$ cat config.mk
export PLATFORM = sky130hd
export DESIGN_NAME = bptc_regs
export DESIGN_NICKNAME = d
export VERILOG_FILES = /design/src/design/bptc_pkg.sv /design/src/design/bptc_regs.sv
export SDC_FILE = /design/constraint.sdc
export NUM_CORES = 1
export LEC_CHECK = 0
export BUFFER_PORTS_ARGS = -buffer_cell sky130_fd_sc_hd__buf_2
export CAP_MARGIN = 30
export CELL_PAD_IN_SITES_DETAIL_PLACEMENT = 1
export CELL_PAD_IN_SITES_GLOBAL_PLACEMENT = 1
export CORE_MARGIN = 2
export CORE_UTILIZATION = 39
export DETAILED_ROUTE_END_ITERATION = 12
export GPL_ROUTABILITY_DRIVEN = 0
export PLACE_DENSITY = 0.83
export REMOVE_ABC_BUFFERS = 1
export SYNTH_ARGS = -nofsm -noshare
export SYNTH_HDL_FRONTEND = slang
export SYNTH_SLANG_ARGS = --single-unit
$ cat constraint.sdc
create_clock -name clk_i -period 1.2 [get_ports clk_i]
set_clock_uncertainty 0.05 [all_clocks]
set_input_delay 0.06 -clock clk_i [delete_from_list [all_inputs] [get_ports clk_i]]
set_output_delay 0.06 -clock clk_i [all_outputs]
set_load 0.1 [all_outputs]
$ cat src/design/bptc_pkg.sv
package bptc_pkg;

  // Number of calibration registers and the APB address width that covers them.
  localparam int unsigned NumRegs  = 6;
  localparam int unsigned CfgAddrW = 5;

  // Register index, taken from paddr[4:2].
  typedef enum logic [2:0] {
    REG_PRES_SENS   = 3'd0,
    REG_PRES_OFFSET = 3'd1,
    REG_SENS_TCO    = 3'd2,
    REG_OFFSET_TCO  = 3'd3,
    REG_REF_TEMP    = 3'd4,
    REG_TEMP_SLOPE  = 3'd5
  } reg_idx_e;

  // The six factory calibration words.
  typedef struct packed {
    logic [15:0] pressure_sensitivity;
    logic [15:0] pressure_offset;
    logic [15:0] sens_temp_coeff;
    logic [15:0] offset_temp_coeff;
    logic [15:0] reference_temp;
    logic [15:0] temp_slope;
  } cal_t;

  // Temperature thresholds in 0.01 C for the second-order corrections.
  localparam logic signed [19:0] TempRef  = 20'sd2000;
  localparam logic signed [19:0] TempCold = -20'sd1500;

  // Output ranges.
  localparam logic signed [14:0] TempMin = -15'sd4000;
  localparam logic signed [14:0] TempMax = 15'sd8500;
  localparam logic [17:0]        PresMax = 18'h3FFFF;

endpackage

$ cat src/design/bptc_regs.sv
module bptc_regs
  import bptc_pkg::*;
(
  input  logic                clk_i,
  input  logic                rst_ni,
  input  logic                psel,
  input  logic                penable,
  input  logic                pwrite,
  input  logic [CfgAddrW-1:0] paddr,
  input  logic [31:0]         pwdata,
  output logic [31:0]         prdata,
  output logic                pready,
  output cal_t                cal_o
);

  cal_t     cal_q;
  reg_idx_e idx;
  logic     wr_en;

  assign pready = 1'b1;
  assign idx    = reg_idx_e'(paddr[CfgAddrW-1:2]);
  assign wr_en  = psel & penable & pwrite;
  assign cal_o  = cal_q;

  // Register writes; indexes past the last register are dropped.
  always_ff @(posedge clk_i or negedge rst_ni) begin
    if (!rst_ni) begin
      cal_q <= '0;
    end else if (wr_en) begin
      case (idx)
        REG_PRES_SENS:   cal_q.pressure_sensitivity <= pwdata[15:0];
        REG_PRES_OFFSET: cal_q.pressure_offset      <= pwdata[15:0];
        REG_SENS_TCO:    cal_q.sens_temp_coeff      <= pwdata[15:0];
        REG_OFFSET_TCO:  cal_q.offset_temp_coeff    <= pwdata[15:0];
        REG_REF_TEMP:    cal_q.reference_temp       <= pwdata[15:0];
        REG_TEMP_SLOPE:  cal_q.temp_slope           <= pwdata[15:0];
        default: ;
      endcase
    end
  end

  // Read data.
  always_comb begin
    case (idx)
      REG_PRES_SENS:   prdata = {16'h0000, cal_q.pressure_sensitivity};
      REG_PRES_OFFSET: prdata = {16'h0000, cal_q.pressure_offset};
      REG_SENS_TCO:    prdata = {16'h0000, cal_q.sens_temp_coeff};
      REG_OFFSET_TCO:  prdata = {16'h0000, cal_q.offset_temp_coeff};
      REG_REF_TEMP:    prdata = {16'h0000, cal_q.reference_temp};
      REG_TEMP_SLOPE:  prdata = {16'h0000, cal_q.temp_slope};
      default:         prdata = 32'h0000_0000;
    endcase
  end

endmodule

==> impl_metrics.env, run 1 <==
export IMPL_placed_cells=713
export IMPL_endpoint_type="primary output"
export IMPL_post_place_ws_ps=-361.7
export IMPL_htree_num_levels=3
export IMPL_grt_max_degree=43
export IMPL_synth_distinct_cells=30
export IMPL_overflow=2
export IMPL_ys_ff_latch=96
export IMPL_grt_usage_pct=65.64
export IMPL_portBuffers=135
export IMPL_antenna_found_initial=1
export IMPL_syn_inst=335
export IMPL_yosys_area_top_type_share_pct=52.19
export IMPL_status="did not finish"
export IMPL_cts_buffers=9
export IMPL_seq_area_frac_synth_pct=52.19
export IMPL_synth_warnings=0
export IMPL_cts_root_buf="clkbuf_16"
export IMPL_synth_area_um2=4603
export IMPL_failing_step="global routing (5_1_grt)"
export IMPL_synth_area_per_cell_um2=13.74
export IMPL_io_pins=171
export IMPL_yosys_top_cells_area="dfrtp_1, mux2_2, mux2i_1"
export IMPL_die_w_um=112.6
export IMPL_crit_endpoint="prdata[7]"
export IMPL_firstError="[ERROR GRT-0232] Routing congestion too high. Check the congestion heatmap in the GUI."
export IMPL_start_util_pct=40.14
export IMPL_dieHeight_um=112.6
export IMPL_cts_sinks=96
export IMPL_synth_top_area_cell="dfrtp_1"
export IMPL_core_rowCount=39
export IMPL_cts_buffer_depth=2
export IMPL_hpwl_mm=13.72
==> metrics by stage <==
stage          cell area (um2)  hold slack (ps)  setup TNS (ps)
3_5_place_dp              7986           -61.70          -26890
3_3_place_gp              7986           -76.39          -21130
4_1_cts                   8741           0.1352           -7730
2_1_floorplan             4407           -285.6          -38220
==> layer usage <==
metal | GRT usage, % | GRT overflow
met3 | 41.79 | 0
met2 | 87.47 | 1
met4 | 68.29 | 1
met5 | 3.922 | 0
met1 | 66.34 | 0
==> cell usage after synthesis <==
cell type / n
buf_4: 24
a21oi_1: 2
a221o_1: 2
o21ai_0: 2
nor2_4: 3
dfrtp_1: 96
or3_1: 6
nor3_4: 2
mux2_1: 10
a211oi_1: 2
a311o_1: 2
buf_6: 2
mux2_2: 98
nand4b_4: 1
conb_1: 2
a221oi_1: 6
buf_2: 6
a31oi_1: 6
clkbuf_1: 4
o221ai_1: 6
nand3_1: 2
clkbuf_2: 1
nand4_2: 1
nor2b_1: 1
inv_1: 1
nor2_1: 6
nand2_1: 12
nand2b_1: 2
nor2_2: 1
mux2i_1: 26
==> repair_timing <==
action,4_1_cts
setup buffers,10
hold endpoints to repair,161
endpoints found under the setup margin,22
hold buffers,15
pin swaps,2
resized for setup,51
==> cells by family after synthesis <==
group	Yosys count	synth area share [%]
mux	134	32.07
flops	96	52.19
buf+inv	38	5.572
compound gates	28	4.730
simple gates	37	5.273
other cells	2	0.1631
==> run 2: changes to the inputs <==
--- a/config.mk
+++ b/config.mk
@@ -7,13 +7,11 @@
 export LEC_CHECK = 0
 export BUFFER_PORTS_ARGS = -buffer_cell sky130_fd_sc_hd__buf_2
 export CAP_MARGIN = 30
-export CELL_PAD_IN_SITES_DETAIL_PLACEMENT = 1
-export CELL_PAD_IN_SITES_GLOBAL_PLACEMENT = 1
 export CORE_MARGIN = 2
-export CORE_UTILIZATION = 39
+export CORE_UTILIZATION = 30
 export DETAILED_ROUTE_END_ITERATION = 12
 export GPL_ROUTABILITY_DRIVEN = 0
-export PLACE_DENSITY = 0.83
+export PLACE_DENSITY_LB_ADDON = 0.15
 export REMOVE_ABC_BUFFERS = 1
 export SYNTH_ARGS = -nofsm -noshare
 export SYNTH_HDL_FRONTEND = slang
==> run 2 against run 1 <==
Compared with the run above: the flow now finishes, with violations (negative setup slack); area after synthesis unchanged; synthesized cell count stayed put.
==> impl_metrics.env, run 2 <==
export IMPL_status="finished, violations left"
export IMPL_failed_checks="negative setup slack"
export IMPL_totalNegativeSetupSlack_ps=-6240
export IMPL_cts_sinks=96
export IMPL_place_area_um2=8158
export IMPL_overflow=0
export IMPL_critPathKind="flip-flop to output port"
export IMPL_period_share_pct=137.8
export IMPL_areaGrowthSynthToFinish_pct=91.95
export IMPL_diodes=0
export IMPL_grt_max_degree=53
export IMPL_fin_util_pct=58.56
export IMPL_r2r_end="cal_o[59]"
export IMPL_num_vias=3743
export IMPL_grt_usage_pct=18.51
export IMPL_cts_tree="done"
export IMPL_rsz0062_at_grt="true"
export IMPL_nets=657
export IMPL_grt_pass1_wl_mm=23.05
export IMPL_hold_class="input port to async pin"
export IMPL_synth_top_area_cell="dfrtp_1"
export IMPL_postSynth_asyncResetShare_pct=100.0
export IMPL_fillers=1188
export IMPL_ant_nets=0
export IMPL_drc=0
export IMPL_die_area_um2=16350
export IMPL_yosysMostFrequentCell="mux2_2"
export IMPL_reg2reg_depth=3
export IMPL_rr_startpoint="cal_o[59]"
export IMPL_worst_r2r_setup_slack_ps=150
export IMPL_wl_mm=14.48
export IMPL_synth_area_um2=4603
export IMPL_setup_ws_ps=-454.2
export IMPL_clkTransAtPathRegs_ps=70
export IMPL_end_kind="output port"
export IMPL_syn_inst=335
export IMPL_seq_area_frac_synth_pct=52.19
export IMPL_via_per_inst=4.632
export IMPL_core_area_um2=15090
export IMPL_report_final_slew_viol_count=0
export IMPL_cts_root_buf="clkbuf_16"
export IMPL_yosys_area_top_type_share_pct=52.19
export IMPL_path_max_fanout=2
export IMPL_placed_cells=775
export IMPL_start_util_pct=30.51
export IMPL_finish_instance_area_um2=8836
export IMPL_leakage_nw=4.134
export IMPL_synth_flop_cell="dfrtp_1"
export IMPL_timing_fmax_mhz=604.5
export IMPL_drt_iter0_drc=80
export IMPL_finalHoldViolCount=0
export IMPL_wl_per_cell_um=17.92
export IMPL_io_pins=171
export IMPL_setup_viol_count_final=17
export IMPL_crit_required_ps=1090
export IMPL_synth_area_per_cell_um2=13.74
export IMPL_layout_drive_gt1_share_pct=66.61
export IMPL_htree_num_levels=3
export IMPL_antenna_found_initial=0
export IMPL_drv_cap=0
export IMPL_synth_distinct_cells=30
export IMPL_cts_buffer_depth=2
export IMPL_layout_common_cells="buf_4, buf_12, dfrtp_1, mux2_2, mux2i_1"
export IMPL_largest_register_ffs=96
export IMPL_yosys_top_cells_area="dfrtp_1, mux2_2, mux2i_1"
export IMPL_cts_buffers=9
export IMPL_power_density_nw_per_um2=2128
export IMPL_hpwl_mm=10.90
export IMPL_ys_ff_latch=96
export IMPL_core_rowCount=45
export IMPL_fin_crit_ps=1654
export IMPL_synth_top_cells_by_count="mux2_2, dfrtp_1, mux2i_1, buf_4, nand2_1"
export IMPL_peakVddDrop_mv=1.156
export IMPL_fin_cells=808
export IMPL_die_w_um=127.9
export IMPL_mostFrequentLayoutCell="buf_4"
export IMPL_critPathArrivalTime_ps=1540
export IMPL_grt_pass1_vias=4167
export IMPL_dieHeight_um=127.9
export IMPL_clk_latency_ps=330
export IMPL_synth_warnings=0
export IMPL_synth_edf_count=0
export IMPL_drt_pass1_iter_count=4
export IMPL_startpoint_type="flip-flop"
export IMPL_portBuffers=135
[run 2: stage by stage]
| stage | power, mW | hold WS [ps] | worst slack (ps) |
|---|---|---|---|
| 2_1_floorplan | 10.78 | -285.6 | -1845 |
| 3_3_place_gp | 15.81 | -170.6 | -407.3 |
| 3_5_place_dp | 15.91 | -169.1 | -382.0 |
| 4_1_cts | 18.92 | 2.982 | -507.2 |
| 5_1_grt | 19.41 | 14.28 | -527.1 |
| 6_report | 18.81 | 17.49 | -454.2 |
[run 2: cells by family (layout without fill, tap and decap cells)]
| kind of cell | count (synthesis) | in the layout | synth area share, % |
|---|---|---|---|
| mux | 134 | 134 | 32.07 |
| flops | 96 | 96 | 52.19 |
| buf+inv | 38 | 308 | 5.572 |
| simple gates | 37 | 37 | 5.273 |
| compound gates | 28 | 28 | 4.730 |
| other cells | 2 | 17 | 0.1631 |
[run 2: worst max-delay path: stages, from the launching register on]
cell and delay, ps:
dfrtp_1 380, mux2i_1 170, a211oi_2 90, a311o_1 380, buf_12 190
[run 2: worst max-delay path by stage]
stage,from,to,depth (start not counted)
floorplan,cal_o[42],prdata[10],3
global placement,paddr[2],cal_o[76],5
detailed placement,paddr[2],cal_o[76],5
CTS,cal_o[56],prdata[8],4
global route,cal_o[82],prdata[2],4
finish,cal_o[1],prdata[1],4
[run 2: power breakdown]
| part | internal [mW] | switching (mW) | total, mW |
|---|---|---|---|
| Sequential | 3.87 | 0.348 | 4.22 |
| Combinational | 4.50 | 7.36 | 11.9 |
| Clock | 1.51 | 1.21 | 2.72 |
| Total | 9.88 | 8.92 | 18.8 |
[run 2: layout make-up]
| class | count | area [um2] | area share (%) |
|---|---|---|---|
| Clock inverter | 5 | 31.28 | 0.3540 |
| Multi-Input combinational cell | 216 | 2162 | 24.47 |
| Sequential cell | 96 | 2402 | 27.19 |
| Tap cell | 188 | 235.2 | 2.662 |
| Timing Repair Buffer | 291 | 3749 | 42.42 |
| Clock buffer | 11 | 252.7 | 2.860 |
| Inverter | 1 | 3.754 | 0.04248 |
[run 2: what timing repair did]
item | CTS | global route
hold endpoints to repair | 192 | 0
resized for setup | 32 | 14
setup buffers | 2 | 3
pin swaps | 2 | 4
endpoints found under the setup margin | 29 | 41
hold buffers | 17 | 0
[run 2: per-layer routing]
metal	share of wire, %	global-route usage (%)	vias to the layer above
li1	-	-	1767
met1	44	24.06	1866
met2	51	31.08	86
met3	3.2	3.047	24
met4	2.4	6.981	0
met5	0	0	-
Note: power is estimated with default switching activity, not from simulation.
